## config.mk

```make
export PLATFORM = sky130hd
export DESIGN_NAME = phm_div_cell
export DESIGN_NICKNAME = d
export VERILOG_FILES = /design/src/rtl/core/phm_pkg.sv /design/src/rtl/core/phm_div_cell.sv
export SDC_FILE = /design/constraint.sdc
export NUM_CORES = 1
export LEC_CHECK = 0
export BUFFER_PORTS_ARGS = -buffer_cell sky130_fd_sc_hd__buf_4
export CORE_UTILIZATION = 54
export CTS_BUF_LIST = sky130_fd_sc_hd__clkbuf_8 sky130_fd_sc_hd__clkbuf_16
export DETAILED_ROUTE_END_ITERATION = 10
export PLACE_DENSITY = 0.95
export SLEW_MARGIN = 0
export SYNTH_ARGS = -nofsm -noshare
export SYNTH_HDL_FRONTEND = slang
export SYNTH_SLANG_ARGS = --single-unit
```

## constraint.sdc

```tcl
create_clock -name clock -period 7.4 [get_ports clock]
set_input_delay 1.48 -clock clock [delete_from_list [all_inputs] [get_ports clock]]
set_output_delay 1.48 -clock clock [all_outputs]
set_load 0.005 [all_outputs]
```

## src/rtl/core/phm_pkg.sv

```systemverilog
`default_nettype none
// ---------------------------------------------------------------------------
// phm_pkg - shared types and constants of the pulse-height to MIP converter
// Field widths, word selects, result kinds and the pipeline payload structs.
// ---------------------------------------------------------------------------
package phm_pkg;

   // Table size and field widths
   localparam int unsigned CHANNELS_DEF = 256;
   localparam int unsigned CH_W         = 8;
   localparam int unsigned PHA_W        = 12;
   localparam int unsigned SEL_W        = 3;
   localparam int unsigned WORD_W       = 16;
   localparam int unsigned WORDS        = 5;
   localparam int unsigned MIPS_W       = 17;
   localparam int unsigned REQ_TDATA_W  = 40;
   localparam int unsigned RSP_TDATA_W  = 24;

   // Datapath widths
   localparam int unsigned DIFF_W     = 18;                // pha*16 - ped, sat - r
   localparam int unsigned MAG_W      = 16;                // |pha*16 - ped|
   localparam int unsigned DEN_W      = 32;                // divisor, partial remainder
   localparam int unsigned QUO_W      = 17;                // quotient bits, one per cell
   localparam int unsigned FRAC_SHIFT = 6;                 // Q.4 in, Q.6 out
   localparam int unsigned NUM_W      = DEN_W + FRAC_SHIFT;
   localparam int unsigned HEAD_W     = NUM_W - QUO_W;

   // Request kinds
   localparam logic OP_CONVERT = 1'b0;
   localparam logic OP_LOAD    = 1'b1;

   // Calibration word selects
   localparam logic [SEL_W-1:0] WSEL_LO_PED = 3'd0;
   localparam logic [SEL_W-1:0] WSEL_GAIN   = 3'd1;
   localparam logic [SEL_W-1:0] WSEL_HI_PED = 3'd2;
   localparam logic [SEL_W-1:0] WSEL_SLOPE  = 3'd3;
   localparam logic [SEL_W-1:0] WSEL_SAT    = 3'd4;
   localparam logic [SEL_W-1:0] WSEL_LIMIT  = 3'd5;

   // Output constants, Q11.6
   localparam logic [MIPS_W-1:0] MIPS_ZERO    = 17'h00000;
   localparam logic [MIPS_W-1:0] MIPS_POS_SAT = 17'h0FFFF;
   localparam logic [MIPS_W-1:0] MIPS_NEG_SAT = 17'h10000;
   localparam logic [MIPS_W-1:0] HI_FLOOR     = 17'd192;    // 3.0
   localparam logic [MIPS_W-1:0] HI_MIN       = 17'd224;    // 3.5
   localparam logic [MIPS_W-1:0] HI_CEIL      = 17'd64000;  // 1000.0

   // 50 counts in Q.4
   localparam logic [DIFF_W-2:0] SAT_MARGIN = 17'd800;

   // How the final value is formed
   typedef enum logic [2:0] {
      KIND_DIV,
      KIND_ZERO,
      KIND_POS_SAT,
      KIND_NEG_SAT,
      KIND_FLOOR,
      KIND_CEIL,
      KIND_HI_MIN
   } phm_kind_type;

   // Convert request with its calibration words
   typedef struct packed {
      logic              ok;
      logic              hi;
      logic [PHA_W-1:0]  pha;
      logic [WORD_W-1:0] lo_ped;
      logic [WORD_W-1:0] gain;
      logic [WORD_W-1:0] hi_ped;
      logic [WORD_W-1:0] slope;
      logic [WORD_W-1:0] sat;
   } phm_cal_type;

   // Control carried alongside the divider
   typedef struct packed {
      logic         ok;
      logic         hi;
      logic         neg;
      phm_kind_type kind;
   } phm_tag_type;

   // Divider cell payload; acc holds remaining dividend bits, quotient shifts in
   typedef struct packed {
      phm_tag_type      tag;
      logic             ovf;
      logic [DEN_W-1:0] den;
      logic [DEN_W-1:0] rem;
      logic [QUO_W-1:0] acc;
   } phm_div_type;

endpackage
`default_nettype wire

```

## src/rtl/core/phm_div_cell.sv

```systemverilog
`default_nettype none
// ---------------------------------------------------------------------------
// phm_div_cell - one restoring divider cell
// Brings down one dividend bit, subtracts the divisor when it fits and
// shifts the quotient bit in; registered, with its own occupancy flag.
// ---------------------------------------------------------------------------
module phm_div_cell (
   input  logic                 clock,
   input  logic                 reset,
   input  logic                 in_valid,
   output logic                 in_ready,
   input  phm_pkg::phm_div_type in_data,
   output logic                 out_valid,
   input  logic                 out_ready,
   output phm_pkg::phm_div_type out_data
);

   logic                        valid_ff;
   phm_pkg::phm_div_type        data_in, data_ff;
   logic [phm_pkg::DEN_W:0]     trial;
   logic [phm_pkg::DEN_W+1:0]   diff;
   logic                        fits;

   assign in_ready = !valid_ff || out_ready;

   // Partial remainder step
   always_comb begin
      trial       = {in_data.rem, in_data.acc[phm_pkg::QUO_W-1]};
      diff        = {1'b0, trial} - {2'b00, in_data.den};
      fits        = !diff[phm_pkg::DEN_W+1];
      data_in     = in_data;
      data_in.rem = fits ? diff[phm_pkg::DEN_W-1:0] : trial[phm_pkg::DEN_W-1:0];
      data_in.acc = {in_data.acc[phm_pkg::QUO_W-2:0], fits};
   end

   always_ff @(posedge clock) begin
      if (reset) begin
         valid_ff <= 1'b0;
      end else if (in_ready) begin
         valid_ff <= in_valid;
      end
   end

   always_ff @(posedge clock) begin
      if (in_ready) data_ff <= data_in;
   end

   assign out_valid = valid_ff;
   assign out_data  = data_ff;

endmodule
`default_nettype wire

```

Yosys cells after proc, flatten, opt, wreduce, memory -nomap -nowiden
Cells that the tools add are included.

storage, ports and cells
  register bits after elaboration = 89
  latch bits = 0
  memory bits (writable) = 0
  memory bits (read-only) = 0
  word-level logic and storage cells = 14
  memories = 0

cells by class
  $add $sub $neg = 1
  $mul = 0
  div/mod/pow operators = 0
  $lt $le $gt $ge = 0
  equal/unequal tests = 0
  shifts and indexed selects = 0
  mux-type cells = 1
  bitwise logic cells = 0
  reduce and logical (&&, ||, !) cells = 3

operator list
  operator                      number
  subtractor 33 x 32 -> 34 bit  1
  2-to-1 mux 32 bit             1
  zero test 1 bit               2
  logical OR 1 bit              1

Logic depth before layout (Yosys ltp)
Gate-level depths: netlist of run 1.

  depth in word-level cells = 2
  depth in mapped cells = 12
  mapped depth without buffers = 12

Worst setup path before layout of run 1
OpenSTA, ideal clock, no wires.

  kind = input-to-output
  from = in out_ready
  to = out in_ready
  arrival = 3.674 ns
  required time = 5.920 ns
  slack = 2.246 ns
  cell stages on the path = 1
  path buffers = 0
  cells stage by stage = nand2b_1

between the ends
  longest elaborated chain between the ends = 1

RTL lines
  item              line                text
  from (decl)       phm_div_cell.sv:14  input logic out_ready,
  logical OR 1 bit  phm_div_cell.sv:24  assign in_ready = !valid_ff || out_ready;
  to (decl)         phm_div_cell.sv:11  output logic in_ready,

No other way between the ends.

==> run metrics, run 1 <==
status=complete, no violations; Max-Cap Viols=0; drt wl/cell=19.9 um; final WL=14.2 mm; Final Skew=0.00776 ns; HP Start=out_valid; DR iter-0 viols=269; Worst EP required=7.51 ns; starting density of the core=55.3%; Max Root-Sink Buffers=2; fin crit period=4.80 ns; worst vdd ir=0.116 mV; # diodes=0; R2R cell count=2; Final #Nets=725; syn_area_per_cell=12.3 sq um; TritonCTS clock tree=built; Critical Path AT=4.91 ns; worst reg2reg endpoint=out_data[42]; sequential area share after synthesis=52.4%; vias in the first global route=4166; Pre-antenna DRT Iters=5; CTS buffer count=9; FF-to-FF Start=out_valid; fmax=208 MHz; Vias=4207; final hold violations=0; total gr overflow=0; Core ar.=0.00920 sq mm; clk sinks=89; GR Util All Layers=29.1%; flop and latch count out of synthesis=89; Synth Net Count=539; final worst-path cycle share=64.8%; clock slew at reported path FFs=0.09 ns; leak pwr=3.09 nW; endpoint type of the worst setup path=register; detailed-route DRC error count=0; yosys warns=0; DR vias/cell=5.88; latest clock arrival within the worst-skew pair=0.36 ns; area leader, netlist=edfxtp_1; area grow syn2layout=32.1%; Cell Pwr Density=209 mW/mm^2; die footprint=0.00981 sq mm; Port Buf Inserts=181; synth cell count leaders=edfxtp_1 (88), inv_1 (41), a21oi_1 (32), ha_1 (32); root buffer cell=clkbuf_8; number of fill cells in the layout=602; Hold Path Depth=3; hold_buf cts=0; Synth Instances=414; setup ws final=2.60 ns; share of the synthesized area in the top cell type=52.0%; io pins=182; Crit Path Class=primary input to register; Unique masters post-synth=55; RSZ-0062 raised after global routing=false; top-count cell post-synth=edfxtp_1; HPWL after DPL=10.7 mm; Worst-Margin Slew=1.15 ns; remaining antenna violation count=0; die width=99.0 um; first-pass GRT wire length=21.7 mm; Hold WC Path Type=register to register; cts repair resizes=0; setup TNS=0 ns; crit path launch type=primary input; Worst Path Max Fanout=23; GPL Wtd Cong=0.838; Overall Power=1.40 mW; multi-input logic area=0.00219 sq mm; Rel. slew slack=23.4%; layout cells sized above 1=38.8%; pre-CTS setup slack=2.26 ns; number of synthesized flops with an enable pin=88; Seq. cell area=0.00266 sq mm; Setup Viol. Count Final=0; H-tree levels=3; FP Rows=35; main flop type after synthesis=edfxtp_1; reg-to-reg slack, setup=5.66 ns; largest net degree at the start of global routing=90; fin. max-slew vios=0; initial antenna violation count=0; dominant cells by area after synthesis=edfxtp_1 (52%), ha_1 (7.9%), mux2_4 (7.4%); setup bufs post-CTS=0; ys async rst share=0%; Die Span Y=99.0 um; Min-Delay Endpoint=out_valid; Mapped Area=0.00508 sq mm
[power by group]
group | leakage, nW | switching (mW) | internal [mW]
Combinational | 2.08 | 0.191 | 0.221
Sequential | 0.919 | 0.0214 | 0.628
Clock | 0.0974 | 0.183 | 0.157
[metrics by stage]
| stage | instance area [sq um] | hold WS, ns | cells | util (%) |
|---|---|---|---|---|
| global route | 6720 | 1.25 | 716 | 73.0 |
| finish | 6720 | 1.22 | 716 | 73.0 |
| detailed placement | 6520 | 1.24 | 700 | 70.9 |
| floorplan | 5080 | 1.55 | 414 | - |
| global placement | 6520 | 1.15 | 700 | 70.9 |
| CTS | 6720 | 1.25 | 716 | 73.0 |
[worst max-delay path, cell delays in order]
cell and delay (ns):
buf_4 0.11, ha_1 0.46, and3_1 0.33, nand3_1 0.13, or4_4 0.56, o21bai_2 0.16
a21oi_2 0.09, a31oi_4 0.87, buf_4 0.39, mux2_4 0.32
[worst max-delay path by stage]
stage,from,end,slack [ns],depth (start not counted)
after global placement,in_data[37],out_data[37],2.32,10
after global routing,in_data[35],out_data[28],2.47,10
final,in_data[37],out_data[28],2.60,10
after floorplan,out_ready,in_ready,2.25,1
after detailed placement,in_data[37],out_data[30],2.26,10
after CTS,in_data[37],out_data[28],2.62,10
[cell type report]
class,count,area share [%]
sequential,89,39.6
multi-input combinational,276,32.7
timing repair buffer,183,20.5
inverter,41,2.29
tap,111,2.07
clock buffer,9,1.84
clock inverter,7,1.06
[placed cells by master (no fill, tap or decap), drive strengths merged, types with 9 or more instances in the layout]
| cell type | Yosys | final |
|---|---|---|
| buf | 8 | 183 |
| edfxtp | 88 | 88 |
| inv | 41 | 44 |
| a21oi | 33 | 33 |
| ha | 32 | 32 |
| mux2 | 27 | 27 |
| nand2 | 25 | 25 |
| nor2 | 18 | 18 |
| xnor2 | 17 | 17 |
| o21ai | 17 | 17 |
| clkbuf | 0 | 9 |
[flip-flops by register name (all words and copies together) (netlist names)]
signal and flops:
out_valid 1, out_data 88
[kinds of logic after synthesis]
| group | after synthesis | synth area share, % |
|---|---|---|
| compound gates | 101 | 13.3 |
| xor+xnor | 24 | 4.13 |
| fa+ha+maj | 33 | 8.27 |
| buf+inv | 49 | 4.65 |
| flops | 89 | 52.4 |
| mux | 33 | 9.01 |
| simple gates | 85 | 8.32 |
[routing by layer]
layer	GRT usage [%]	up-vias	part of all wire (%)
li1	-	1914	-
met1	32.5	1988	36
met2	52.6	258	51
met3	6.95	47	8.7
met4	13.0	0	3.9
met5	0	-	0
Note: power is estimated with default switching activity, not from simulation.
==> run 2: changes to the inputs <==
Settings changed: ABC_AREA set to 1, CORE_UTILIZATION 54 to 52, PLACE_DENSITY 0.95 to 0.93.
Clock period 7.4 ns to 4.9 ns, I/O delays scaled along.
==> run metrics, run 2 <==
detailed-route DRC error count=0; HP Start=reset; clk sinks=89; syn_area_per_cell=7.94 sq um; status=complete, no violations; setup TNS=0 ns; GR Util All Layers=28.1%; CTS buffer count=9; Min-Delay Endpoint=out_valid; worst reg2reg endpoint=out_data[65]; fmax=344 MHz; DR vias/cell=4.99; final worst-path cycle share=59.3%; endpoint type of the worst setup path=register; setup bufs post-CTS=0; initial antenna violation count=0; GPL Wtd Cong=0.939; WL met2=7.68 mm; layout cells sized above 1=24.8%; Max-Cap Viols=0; Cell Pwr Density=280 mW/mm^2; vias in the first global route=5103; ys async rst share=0%; hold_buf cts=0; yosys warns=0; Critical Path AT=3.03 ns; remaining antenna violation count=0; total gr overflow=0; clock slew at reported path FFs=0.10 ns; root buffer cell=clkbuf_8; top routing layer in use=met4; starting density of the core=53.4%; sequential area share after synthesis=45.8%; pre-CTS setup slack=1.63 ns; io pins=182; dominant cells by area after synthesis=edfxtp_1 (45%), nand2_1 (17%), inv_1 (9.3%); post-route design area=0.00750 sq mm; flop and latch count out of synthesis=89; Core ar.=0.0109 sq mm; multi-input logic area=0.00253 sq mm; Mapped Area=0.00582 sq mm; Crit Path Class=primary input to register; area grow syn2layout=29.0%; number of fill cells in the layout=904; Worst EP required=5.03 ns; RSZ-0062 raised after global routing=false; first-pass GRT wire length=24.7 mm; share of the synthesized area in the top cell type=45.4%; largest net degree at the start of global routing=68; Port Buf Inserts=181; FP Rows=38; Reg power frac=45.9%; most common cell after layout, fill and taps aside=nand2_1; R2R cell count=2; main flop type after synthesis=edfxtp_1; dpl cell area=0.00730 sq mm; DR iter-0 viols=325; Vias=5303; Power Internal=1.45 mW; Hold WC Path Type=primary input to register; M1 WL=6.61 mm; leak pwr=4.04 nW; Die Span Y=108 um; number of synthesized flops with an enable pin=88; worst vdd ir=0.158 mV; reg-to-reg slack, setup=3.07 ns; Seq. cell area=0.00266 sq mm; fin crit period=2.90 ns; Final #Nets=1042; drt wl/cell=14.6 um; Unique masters post-synth=31; Comb power frac=28.6%; Final Skew=0.00960 ns; final hold violations=0; cts repair resizes=0; commonest non-fill, non-tap cells in the layout=nand2_1 (264), buf_4 (183), inv_1 (145), edfxtp_1 (88), nand3_1 (58); # diodes=0; area leader, netlist=edfxtp_1; fin. max-slew vios=0; clock network power share=25.5%; Setup Viol. Count Final=0; Max Root-Sink Buffers=2; Synth Net Count=857; latest clock arrival within the worst-skew pair=0.38 ns; Pre-antenna DRT Iters=5; final WL=15.5 mm; crit path launch type=primary input; die width=108 um; setup ws final=2.00 ns; switching share of power=30.9%; die footprint=0.0116 sq mm; TritonCTS clock tree=built; routed wl met3=998 um; net switching power=650 uW; FF-to-FF Start=out_valid; Worst Path Max Fanout=34; H-tree levels=3; max FFs per register=88; Rel. slew slack=42.3%; Worst-Margin Slew=0.865 ns; Hold Path Depth=2; synth cell count leaders=nand2_1 (265), inv_1 (144), edfxtp_1 (88); Synth Instances=732; top-count cell post-synth=nand2_1; HPWL after DPL=12.1 mm
==> run 2: cell types whose count changed after synthesis, moves of 13 or more <==
cell and delta:
mux2_4 -25, nand2_1 +240, xnor2_1 -17, nor2_1 +22, inv_1 +103, nand3_2 +14, nand3_1 +52, o21ai_0 -15
a21oi_1 -13
==> run 2: cell type report <==
cell class | instances | share of cell area [%]
flip-flops and latches | 89 | 35.5
inverters | 147 | 7.36
clock buffers | 9 | 1.65
multi-input cells | 487 | 33.8
clock inverters | 7 | 1.05
well taps | 140 | 2.34
repair buffers | 183 | 18.3
==> run 2: per-stage QoR <==
stage          hold WS, ns  power, mW  cells  util (%)
2_1_floorplan         1.05       1.30    732         -
3_3_place_gp         0.799       1.56   1046      67.0
3_5_place_dp         0.840       1.58   1046      67.0
4_1_cts              0.740       2.10   1062      68.9
5_1_grt              0.729       2.22   1062      68.9
6_report             0.742       2.10   1062      68.9
==> run 2: cells by family (layout without fill, tap and decap cells) <==
kind of cell,count (synthesis),after routing,share of synthesized area [%]
XOR/XNOR,15,15,2.26
AND/OR/NAND/NOR,415,415,31.7
adder cells (fa/ha/maj),33,33,7.23
AO/OA/AOI/OAI,24,24,2.26
buffers and inverters,156,346,10.8
flip-flops,89,89,45.8
==> run 2: how the worst max path moves through the flow <==
stage	startpoint	to	cells past startpoint
finish	in_data[26]	out_data[31]	14
global route	in_data[59]	out_data[34]	15
CTS	in_data[68]	out_data[34]	11
detailed placement	in_data[68]	out_data[17]	10
global placement	in_data[26]	out_data[34]	14
floorplan	out_ready	in_ready	2
==> run 2: critical path, stage by stage <==
cell and delay [ns]:
buf_4 0.12, ha_1 0.34, nand2_1 0.10, nand2_1 0.10
nand2_1 0.09, nand2_1 0.09, nand2_1 0.07, nand2_1 0.08
inv_1 0.09, nand2_2 0.08, nand2_4 0.36, nand2_8 0.26
nand2_1 0.19, nand2_1 0.08
==> run 2: power by group through the flow <==
stage	clock network (mW)	registers (mW)	logic (mW)
floorplan	0	0.994	0.310
global placement	0	0.979	0.580
detailed placement	0	0.983	0.596
CTS	0.536	0.967	0.600
global route	0.573	0.973	0.672
finish	0.535	0.966	0.601
==> run 2: layer usage <==
layer | vias to the layer above | track usage [%]
li1 | 2675 | -
met1 | 2416 | 35.9
met5 | - | 0
met2 | 197 | 48.9
met3 | 15 | 4.84
met4 | 0 | 7.53
