`src/rtl/core/phm_pkg.sv`:
```
`default_nettype none
// ---------------------------------------------------------------------------
// phm_pkg - shared types and constants of the pulse-height to MIP converter
// Field widths, word selects, result kinds and the pipeline payload structs.
// ---------------------------------------------------------------------------
package phm_pkg;

   // Table size and field widths
   localparam int unsigned CHANNELS_DEF = 256;
   localparam int unsigned CH_W         = 8;
   localparam int unsigned PHA_W        = 12;
   localparam int unsigned SEL_W        = 3;
   localparam int unsigned WORD_W       = 16;
   localparam int unsigned WORDS        = 5;
   localparam int unsigned MIPS_W       = 17;
   localparam int unsigned REQ_TDATA_W  = 40;
   localparam int unsigned RSP_TDATA_W  = 24;

   // Datapath widths
   localparam int unsigned DIFF_W     = 18;                // pha*16 - ped, sat - r
   localparam int unsigned MAG_W      = 16;                // |pha*16 - ped|
   localparam int unsigned DEN_W      = 32;                // divisor, partial remainder
   localparam int unsigned QUO_W      = 17;                // quotient bits, one per cell
   localparam int unsigned FRAC_SHIFT = 6;                 // Q.4 in, Q.6 out
   localparam int unsigned NUM_W      = DEN_W + FRAC_SHIFT;
   localparam int unsigned HEAD_W     = NUM_W - QUO_W;

   // Request kinds
   localparam logic OP_CONVERT = 1'b0;
   localparam logic OP_LOAD    = 1'b1;

   // Calibration word selects
   localparam logic [SEL_W-1:0] WSEL_LO_PED = 3'd0;
   localparam logic [SEL_W-1:0] WSEL_GAIN   = 3'd1;
   localparam logic [SEL_W-1:0] WSEL_HI_PED = 3'd2;
   localparam logic [SEL_W-1:0] WSEL_SLOPE  = 3'd3;
   localparam logic [SEL_W-1:0] WSEL_SAT    = 3'd4;
   localparam logic [SEL_W-1:0] WSEL_LIMIT  = 3'd5;

   // Output constants, Q11.6
   localparam logic [MIPS_W-1:0] MIPS_ZERO    = 17'h00000;
   localparam logic [MIPS_W-1:0] MIPS_POS_SAT = 17'h0FFFF;
   localparam logic [MIPS_W-1:0] MIPS_NEG_SAT = 17'h10000;
   localparam logic [MIPS_W-1:0] HI_FLOOR     = 17'd192;    // 3.0
   localparam logic [MIPS_W-1:0] HI_MIN       = 17'd224;    // 3.5
   localparam logic [MIPS_W-1:0] HI_CEIL      = 17'd64000;  // 1000.0

   // 50 counts in Q.4
   localparam logic [DIFF_W-2:0] SAT_MARGIN = 17'd800;

   // How the final value is formed
   typedef enum logic [2:0] {
      KIND_DIV,
      KIND_ZERO,
      KIND_POS_SAT,
      KIND_NEG_SAT,
      KIND_FLOOR,
      KIND_CEIL,
      KIND_HI_MIN
   } phm_kind_type;

   // Convert request with its calibration words
   typedef struct packed {
      logic              ok;
      logic              hi;
      logic [PHA_W-1:0]  pha;
      logic [WORD_W-1:0] lo_ped;
      logic [WORD_W-1:0] gain;
      logic [WORD_W-1:0] hi_ped;
      logic [WORD_W-1:0] slope;
      logic [WORD_W-1:0] sat;
   } phm_cal_type;

   // Control carried alongside the divider
   typedef struct packed {
      logic         ok;
      logic         hi;
      logic         neg;
      phm_kind_type kind;
   } phm_tag_type;

   // Divider cell payload; acc holds remaining dividend bits, quotient shifts in
   typedef struct packed {
      phm_tag_type      tag;
      logic             ovf;
      logic [DEN_W-1:0] den;
      logic [DEN_W-1:0] rem;
      logic [QUO_W-1:0] acc;
   } phm_div_type;

endpackage
`default_nettype wire

```
`src/rtl/core/phm_prep.sv`:
```
`default_nettype none
// ---------------------------------------------------------------------------
// phm_prep - operand preparation for the divider chain
// Three stages: pedestal subtract, products and classification, then the
// quotient overflow check that seeds the first divider cell.
// ---------------------------------------------------------------------------
module phm_prep (
   input  logic                 clock,
   input  logic                 reset,
   input  logic                 in_valid,
   output logic                 in_ready,
   input  phm_pkg::phm_cal_type in_data,
   output logic                 out_valid,
   input  logic                 out_ready,
   output phm_pkg::phm_div_type out_data
);

   typedef struct packed {
      logic                        ok;
      logic                        hi;
      logic [phm_pkg::DIFF_W-1:0]  r;
      logic [phm_pkg::DIFF_W-1:0]  from_sat;
      logic [phm_pkg::WORD_W-1:0]  gain;
      logic [phm_pkg::WORD_W-1:0]  slope;
      logic [phm_pkg::WORD_W-1:0]  sat;
   } s2_type;

   typedef struct packed {
      phm_pkg::phm_tag_type        tag;
      logic [phm_pkg::DEN_W-1:0]   num;
      logic [phm_pkg::DEN_W-1:0]   den;
   } s3_type;

   logic                        s2_valid_ff, s3_valid_ff, s4_valid_ff;
   logic                        s2_ready, s3_ready, s4_ready;
   s2_type                      s2_in, s2_ff;
   s3_type                      s3_in, s3_ff;
   phm_pkg::phm_div_type        s4_in, s4_ff;

   logic [phm_pkg::WORD_W-1:0]  ped;
   logic [phm_pkg::DIFF_W-1:0]  pha_q4;
   logic                        neg;
   logic [phm_pkg::DIFF_W-1:0]  r_neg;
   logic [phm_pkg::MAG_W-1:0]   mag;
   logic                        r_zero;
   logic                        near_sat;
   logic [phm_pkg::DEN_W-1:0]   top;
   logic [phm_pkg::DEN_W-1:0]   bot;
   logic [phm_pkg::NUM_W-1:0]   numer;
   logic [phm_pkg::DEN_W-1:0]   head;

   // Backpressure: a stage takes new data when empty or draining
   assign s4_ready = !s4_valid_ff || out_ready;
   assign s3_ready = !s3_valid_ff || s4_ready;
   assign s2_ready = !s2_valid_ff || s3_ready;
   assign in_ready = s2_ready;

   // Stage 2: r = pha*16 - ped and distance to saturation
   always_comb begin
      ped            = in_data.hi ? in_data.hi_ped : in_data.lo_ped;
      pha_q4         = {2'b00, in_data.pha, 4'b0000};
      s2_in.ok       = in_data.ok;
      s2_in.hi       = in_data.hi;
      s2_in.r        = pha_q4 - {2'b00, ped};
      s2_in.from_sat = {2'b00, in_data.sat} + {2'b00, ped} - pha_q4;
      s2_in.gain     = in_data.gain;
      s2_in.slope    = in_data.slope;
      s2_in.sat      = in_data.sat;
   end

   // Stage 3: products for the high range, magnitude for the low range
   always_comb begin
      neg      = s2_ff.r[phm_pkg::DIFF_W-1];
      r_neg    = -s2_ff.r;
      mag      = neg ? r_neg[phm_pkg::MAG_W-1:0] : s2_ff.r[phm_pkg::MAG_W-1:0];
      r_zero   = (s2_ff.r == '0);
      near_sat = s2_ff.from_sat[phm_pkg::DIFF_W-1]
                 || (s2_ff.from_sat[phm_pkg::DIFF_W-2:0] < phm_pkg::SAT_MARGIN);
      top      = phm_pkg::DEN_W'(s2_ff.sat) * phm_pkg::DEN_W'(s2_ff.r[phm_pkg::MAG_W-1:0]);
      bot      = phm_pkg::DEN_W'(s2_ff.slope)
                 * phm_pkg::DEN_W'(s2_ff.from_sat[phm_pkg::MAG_W-1:0]);

      s3_in.tag.ok  = s2_ff.ok;
      s3_in.tag.hi  = s2_ff.hi;
      s3_in.tag.neg = neg;
      if (!s2_ff.ok) begin
         s3_in.tag.kind = phm_pkg::KIND_ZERO;
      end else if (!s2_ff.hi) begin
         // zero gain saturates by sign of the numerator
         if (s2_ff.gain != '0)  s3_in.tag.kind = phm_pkg::KIND_DIV;
         else if (r_zero)       s3_in.tag.kind = phm_pkg::KIND_ZERO;
         else if (neg)          s3_in.tag.kind = phm_pkg::KIND_NEG_SAT;
         else                   s3_in.tag.kind = phm_pkg::KIND_POS_SAT;
      end else begin
         // below pedestal, near saturation, zero slope, else divide
         if (neg)                     s3_in.tag.kind = phm_pkg::KIND_FLOOR;
         else if (near_sat)           s3_in.tag.kind = phm_pkg::KIND_CEIL;
         else if (s2_ff.slope != '0)  s3_in.tag.kind = phm_pkg::KIND_DIV;
         else if (r_zero)             s3_in.tag.kind = phm_pkg::KIND_HI_MIN;
         else                         s3_in.tag.kind = phm_pkg::KIND_CEIL;
      end

      s3_in.num = s2_ff.hi ? top : {{(phm_pkg::DEN_W-phm_pkg::MAG_W){1'b0}}, mag};
      s3_in.den = s2_ff.hi ? bot : {{(phm_pkg::DEN_W-phm_pkg::WORD_W){1'b0}}, s2_ff.gain};
   end

   // Stage 4: dividend = num*64; quotient too large if head >= den
   always_comb begin
      numer     = {s3_ff.num, {phm_pkg::FRAC_SHIFT{1'b0}}};
      head      = {{(phm_pkg::DEN_W-phm_pkg::HEAD_W){1'b0}},
                   numer[phm_pkg::NUM_W-1:phm_pkg::QUO_W]};
      s4_in.tag = s3_ff.tag;
      s4_in.ovf = (head >= s3_ff.den);
      s4_in.den = s3_ff.den;
      s4_in.rem = head;
      s4_in.acc = numer[phm_pkg::QUO_W-1:0];
   end

   // Occupancy
   always_ff @(posedge clock) begin
      if (reset) begin
         s2_valid_ff <= 1'b0;
         s3_valid_ff <= 1'b0;
         s4_valid_ff <= 1'b0;
      end else begin
         if (s2_ready) s2_valid_ff <= in_valid;
         if (s3_ready) s3_valid_ff <= s2_valid_ff;
         if (s4_ready) s4_valid_ff <= s3_valid_ff;
      end
   end

   // Payload
   always_ff @(posedge clock) begin
      if (s2_ready) s2_ff <= s2_in;
      if (s3_ready) s3_ff <= s3_in;
      if (s4_ready) s4_ff <= s4_in;
   end

   assign out_valid = s4_valid_ff;
   assign out_data  = s4_ff;

endmodule
`default_nettype wire

```
`config.mk`:
```
export PLATFORM = sky130hd
export DESIGN_NAME = phm_prep
export DESIGN_NICKNAME = d
export VERILOG_FILES = /design/src/rtl/core/phm_pkg.sv /design/src/rtl/core/phm_prep.sv
export SDC_FILE = /design/constraint.sdc
export NUM_CORES = 2
export LEC_CHECK = 0
export ABC_AREA = 1
export CAP_MARGIN = 20
export CORE_ASPECT_RATIO = 0.9
export CORE_UTILIZATION = 45
export CTS_CLUSTER_SIZE = 25
export DETAILED_ROUTE_END_ITERATION = 8
export DONT_BUFFER_PORTS = 1
export SKIP_LAST_GASP = 1
export SLEW_MARGIN = 10
export SYNTH_ARGS = -nofsm -noshare
export SYNTH_HDL_FRONTEND = slang
export SYNTH_SLANG_ARGS = --single-unit
export TNS_END_PERCENT = 50
```
`constraint.sdc`:
```
create_clock -name clock -period 10.1 [get_ports clock]
set_input_delay 1.01 -clock clock [delete_from_list [all_inputs] [get_ports clock]]
set_output_delay 1.01 -clock clock [all_outputs]
set_load 0.01 [all_outputs]
```
Word-level counts from Yosys, hierarchy flattened
Index checks and enable logic that the tools add are counted.

Add/sub/neg operators: 4. $mul: 2. Magnitude comparators: 2. Muxes and demuxes: 12. Reduce and logical (&&, ||, !) cells: 10.

Operator list (count): 16-bit by 16-bit multiplier with 32-bit output (2); 16-bit two-way mux (4); 21-bit by 32-bit >= comparator with 1-bit output (1); 16-bit nonzero test (2); 18-bit logical NOT (1); 17-bit by 16-bit subtractor with 18-bit output (1); 16-bit by 16-bit adder with 17-bit output (1); 17-bit by 10-bit < comparator with 1-bit output, second input constant (1); 16-bit by 16-bit subtractor with 17-bit output (1); 16-bit negation (1); 3-bit two-way mux (4); 2-bit two-way mux (3); 1-bit logical OR (4); 1-bit logical NOT (3); 1-bit two-way mux (1).

Flip-flop bits (word level): 229. Input port bits: 98. Output and inout bits: 90. Logic and storage cells: 56.

Depth between registers and ports, before layout
Depth after elaboration: 6. Depth in mapped cells: 26. Mapped depth without buffers: 24.

Worst setup path after synthesis
OpenSTA, ideal clock, no wires.

Path type: input-to-output. Start: input port out_ready. End: output port in_ready. Arrival time: 4.683 ns. Required time: 9.090 ns. Slack: 4.407 ns. Cell stages on the path: 4. Path buffers: 0. Cell sequence: inv_1 > nand2_1 > nor2_1 > nand2_1.

Longest elaborated chain between the ends: 3.

Ends and longest elaborated chain: start, declared (line phm_prep.sv:14) `input logic out_ready,`; 1-bit logical OR (line phm_prep.sv:53) `assign s4_ready = !s4_valid_ff || out_ready;`; net s4_ready (line phm_prep.sv:35) `logic s2_ready, s3_ready, s4_ready;`; 1-bit logical OR (line phm_prep.sv:54) `assign s3_ready = !s3_valid_ff || s4_ready;`; 1-bit logical OR (line phm_prep.sv:55) `assign s2_ready = !s2_valid_ff || s3_ready;`; end, declared (line phm_prep.sv:11) `output logic in_ready,`.

The timed path passes the listed nets, and every way through them passes these cells.

==> results.json <==
{
  "run_status": "completed",
  "criticalPathCategory": "register to register",
  "floorplan.initialDensity_pct": 45.8,
  "cts_buffer_count": 25,
  "hold_depth": 0,
  "slew-limit-headroom_pct": 27.7,
  "synth_area_mm2": 0.0289,
  "finalWeightedCongestion": 0.942,
  "wl_mm": 74.2,
  "crit_required_ns": 10.37,
  "via_count": 21159,
  "timing.critical_path.from_type": "register",
  "max_slew.worst_pin.slew_ns": 1.08,
  "die_width_um": 269,
  "drtIter0Drc": 1686,
  "yosys.cell_types.count": 48,
  "finish.utilization_pct": 48.0,
  "placement_rows": 87,
  "netlist.top_cell.by_area": "sky130_fd_sc_hd__fa_1",
  "place_hpwl_mm": 59.7,
  "ys.warnings.count": 0,
  "fillCellCount": 6151,
  "grt.overflow.total": 0,
  "dieArea_mm2": 0.0652,
  "max_cap_violations": 0,
  "wire_per_inst_um": 17.5,
  "critPathArrivalTime_ns": 6.36,
  "setup.worst_path.end_class": "register",
  "setup_repair_after_global_routing_missed_its_margin": "no",
  "route.detailed.drc": 0,
  "tritoncts": "done",
  "worstSkewPairLatency_ns": 0.56,
  "grt_antenna_before_repair": 13,
  "seq_area_frac_synth_pct": 23.7,
  "fmax_mhz": 164,
  "critical_path_peak_fanout": 17,
  "syn_to_final_growth_pct": 4.84,
  "clockBufferDepth": 3,
  "tcrit_tclk_final_pct": 60.3,
  "core_region_area_mm2": 0.0630,
  "ys.flop_type": "sky130_fd_sc_hd__edfxtp_1",
  "grt_pass1_wl_mm": 117,
  "vias_per_cell": 4.99,
  "edff_count_synth": 226,
  "timing.final.max_slew_violations": 0,
  "cts.sinks": 229,
  "first_pass_iters": 5,
  "synth_top_cells_by_count": "sky130_fd_sc_hd__nand2_1 (910), sky130_fd_sc_hd__inv_1 (909), sky130_fd_sc_hd__fa_1 (400)",
  "async_reset_ff_share_pct": 0,
  "cts_hold_repair.buffers": 0,
  "grtUsageTotal_pct": 23.2,
  "clock-root-buffer": "sky130_fd_sc_hd__clkbuf_16",
  "cts.htree.levels": 1,
  "yosysMostFrequentCell": "sky130_fd_sc_hd__nand2_1",
  "number_of_synthesized_register_bits": 229,
  "postRouteAntennaNets": 0,
  "postCtsResizedCells": 0,
  "post_synth.cell_area_avg_um2": 8.31,
  "finalSetupViolCount": 0,
  "path_clk_slew_ns": 0.06,
  "finalSetupTns_ns": 0,
  "report.final.hold_viol_count": 0,
  "pin_count_of_the_biggest_net_entering_global_routing": 74,
  "design.portCount": 188,
  "hold_crit_path_type": "register to register",
  "synth_cells": 3475,
  "final_nets": 4129,
  "reg2reg_depth": 18,
  "cts_setup_buffers": 0,
  "synth.top_cell.area_share_pct": 27.7,
  "die_h_um": 242,
  "finalCriticalPeriod_ns": 6.09,
  "final.setup_skew_ns": 0.0273,
  "yosys-top-cells-area": "sky130_fd_sc_hd__fa_1 (28%), sky130_fd_sc_hd__edfxtp_1 (24%), sky130_fd_sc_hd__nand2_1 (12%)",
  "grt_pass1_vias": 20753,
  "port_buffers": 0,
  "fraction_of_final_layout_cells_sized_beyond_drive_strength_1_pct": 2.42
}
## path summary, 6_finish.rpt
| check | slack, ns | from | endpoint |
|---|---|---|---|
| max | 4.01 | s2_ff[26] | s3_ff[12] |
| min | 0.42 | s3_ff[65] | out_data[83] |
| max reg2reg | 4.01 | s2_ff[26] | s3_ff[12] |
| min reg2reg | 0.42 | s3_ff[65] | out_data[83] |
## registers in the layout, indices dropped and copies added, names as in the netlist
signal	flops
s3_valid_ff	1
s2_valid_ff	1
head	21
out_valid	1
s2_ff	85
out_data	71
numer	11
s3_ff	38
## layer usage
metal	part of all wire, %	wire length [um]	vias to the layer above	GRT usage [%]
li1	-	-	10100	-
met1	48	35400	10230	35.8
met2	41	30700	744	33.3
met3	9.6	7130	73	5.59
met4	1.1	816	12	2.97
met5	0.11	83	-	0
## cell families after synthesis
| group | count (synthesis) | synth area share (%) |
|---|---|---|
| simple gates | 1204 | 16.6 |
| buf+inv | 1071 | 14.2 |
| fa+ha+maj | 662 | 39.1 |
| compound gates | 263 | 4.97 |
| flops | 229 | 23.7 |
| xor+xnor | 33 | 1.00 |
| mux | 12 | 0.416 |
| other cells | 1 | 0.0130 |
## area by class of cell
type | count | area, um^2 | share of cell area, %
multi-input combinational | 2191 | 18000 | 59.4
sequential | 229 | 6850 | 22.6
inverter | 911 | 3420 | 11.3
tap | 845 | 1060 | 3.49
clock buffer | 30 | 644 | 2.13
clock inverter | 16 | 216 | 0.715
timing repair buffer | 11 | 82.6 | 0.273
antenna | 6 | 15.0 | 0.0496
## cells in the final DEF, fill, tap and decap left out, drive strengths merged, types with 17 or more instances in the layout
cell and count:
conb 17, inv 915, nand2 914, ha 262
clkbuf 30, edfxtp 226, fa 400, o21ai 94
nand3 77, a21oi 132, xor2 21, nor2 159
## critical path, stage by stage (launching register included)
cell and delay, ns:
sky130_fd_sc_hd__edfxtp_1 0.88, sky130_fd_sc_hd__nand2_1 0.18, sky130_fd_sc_hd__fa_1 0.53, sky130_fd_sc_hd__fa_1 0.58
sky130_fd_sc_hd__fa_1 0.46, sky130_fd_sc_hd__fa_1 0.54, sky130_fd_sc_hd__inv_1 0.05, sky130_fd_sc_hd__fa_1 0.47
sky130_fd_sc_hd__inv_1 0.05, sky130_fd_sc_hd__fa_1 0.48, sky130_fd_sc_hd__inv_1 0.05, sky130_fd_sc_hd__ha_1 0.35
sky130_fd_sc_hd__a21oi_1 0.20, sky130_fd_sc_hd__o21ai_0 0.20, sky130_fd_sc_hd__inv_1 0.09, sky130_fd_sc_hd__nand3_1 0.17
sky130_fd_sc_hd__or2_2 0.32, sky130_fd_sc_hd__nand3_1 0.10, sky130_fd_sc_hd__o21ai_0 0.10
## per-stage QoR
stage	cell area [um^2]	cells	setup slack, ns	hold slack (ns)
6_report	30300	4239	4.01	0.418
4_1_cts	30300	4233	4.04	0.418
2_1_floorplan	28900	3491	4.41	0.400
3_5_place_dp	29400	4187	4.06	0.405
5_1_grt	30300	4235	3.73	0.427
3_3_place_gp	29400	4187	4.11	0.403
Power is not shown: default switching activity piles up to over one toggle a cycle in this logic, so the estimate is an artifact.
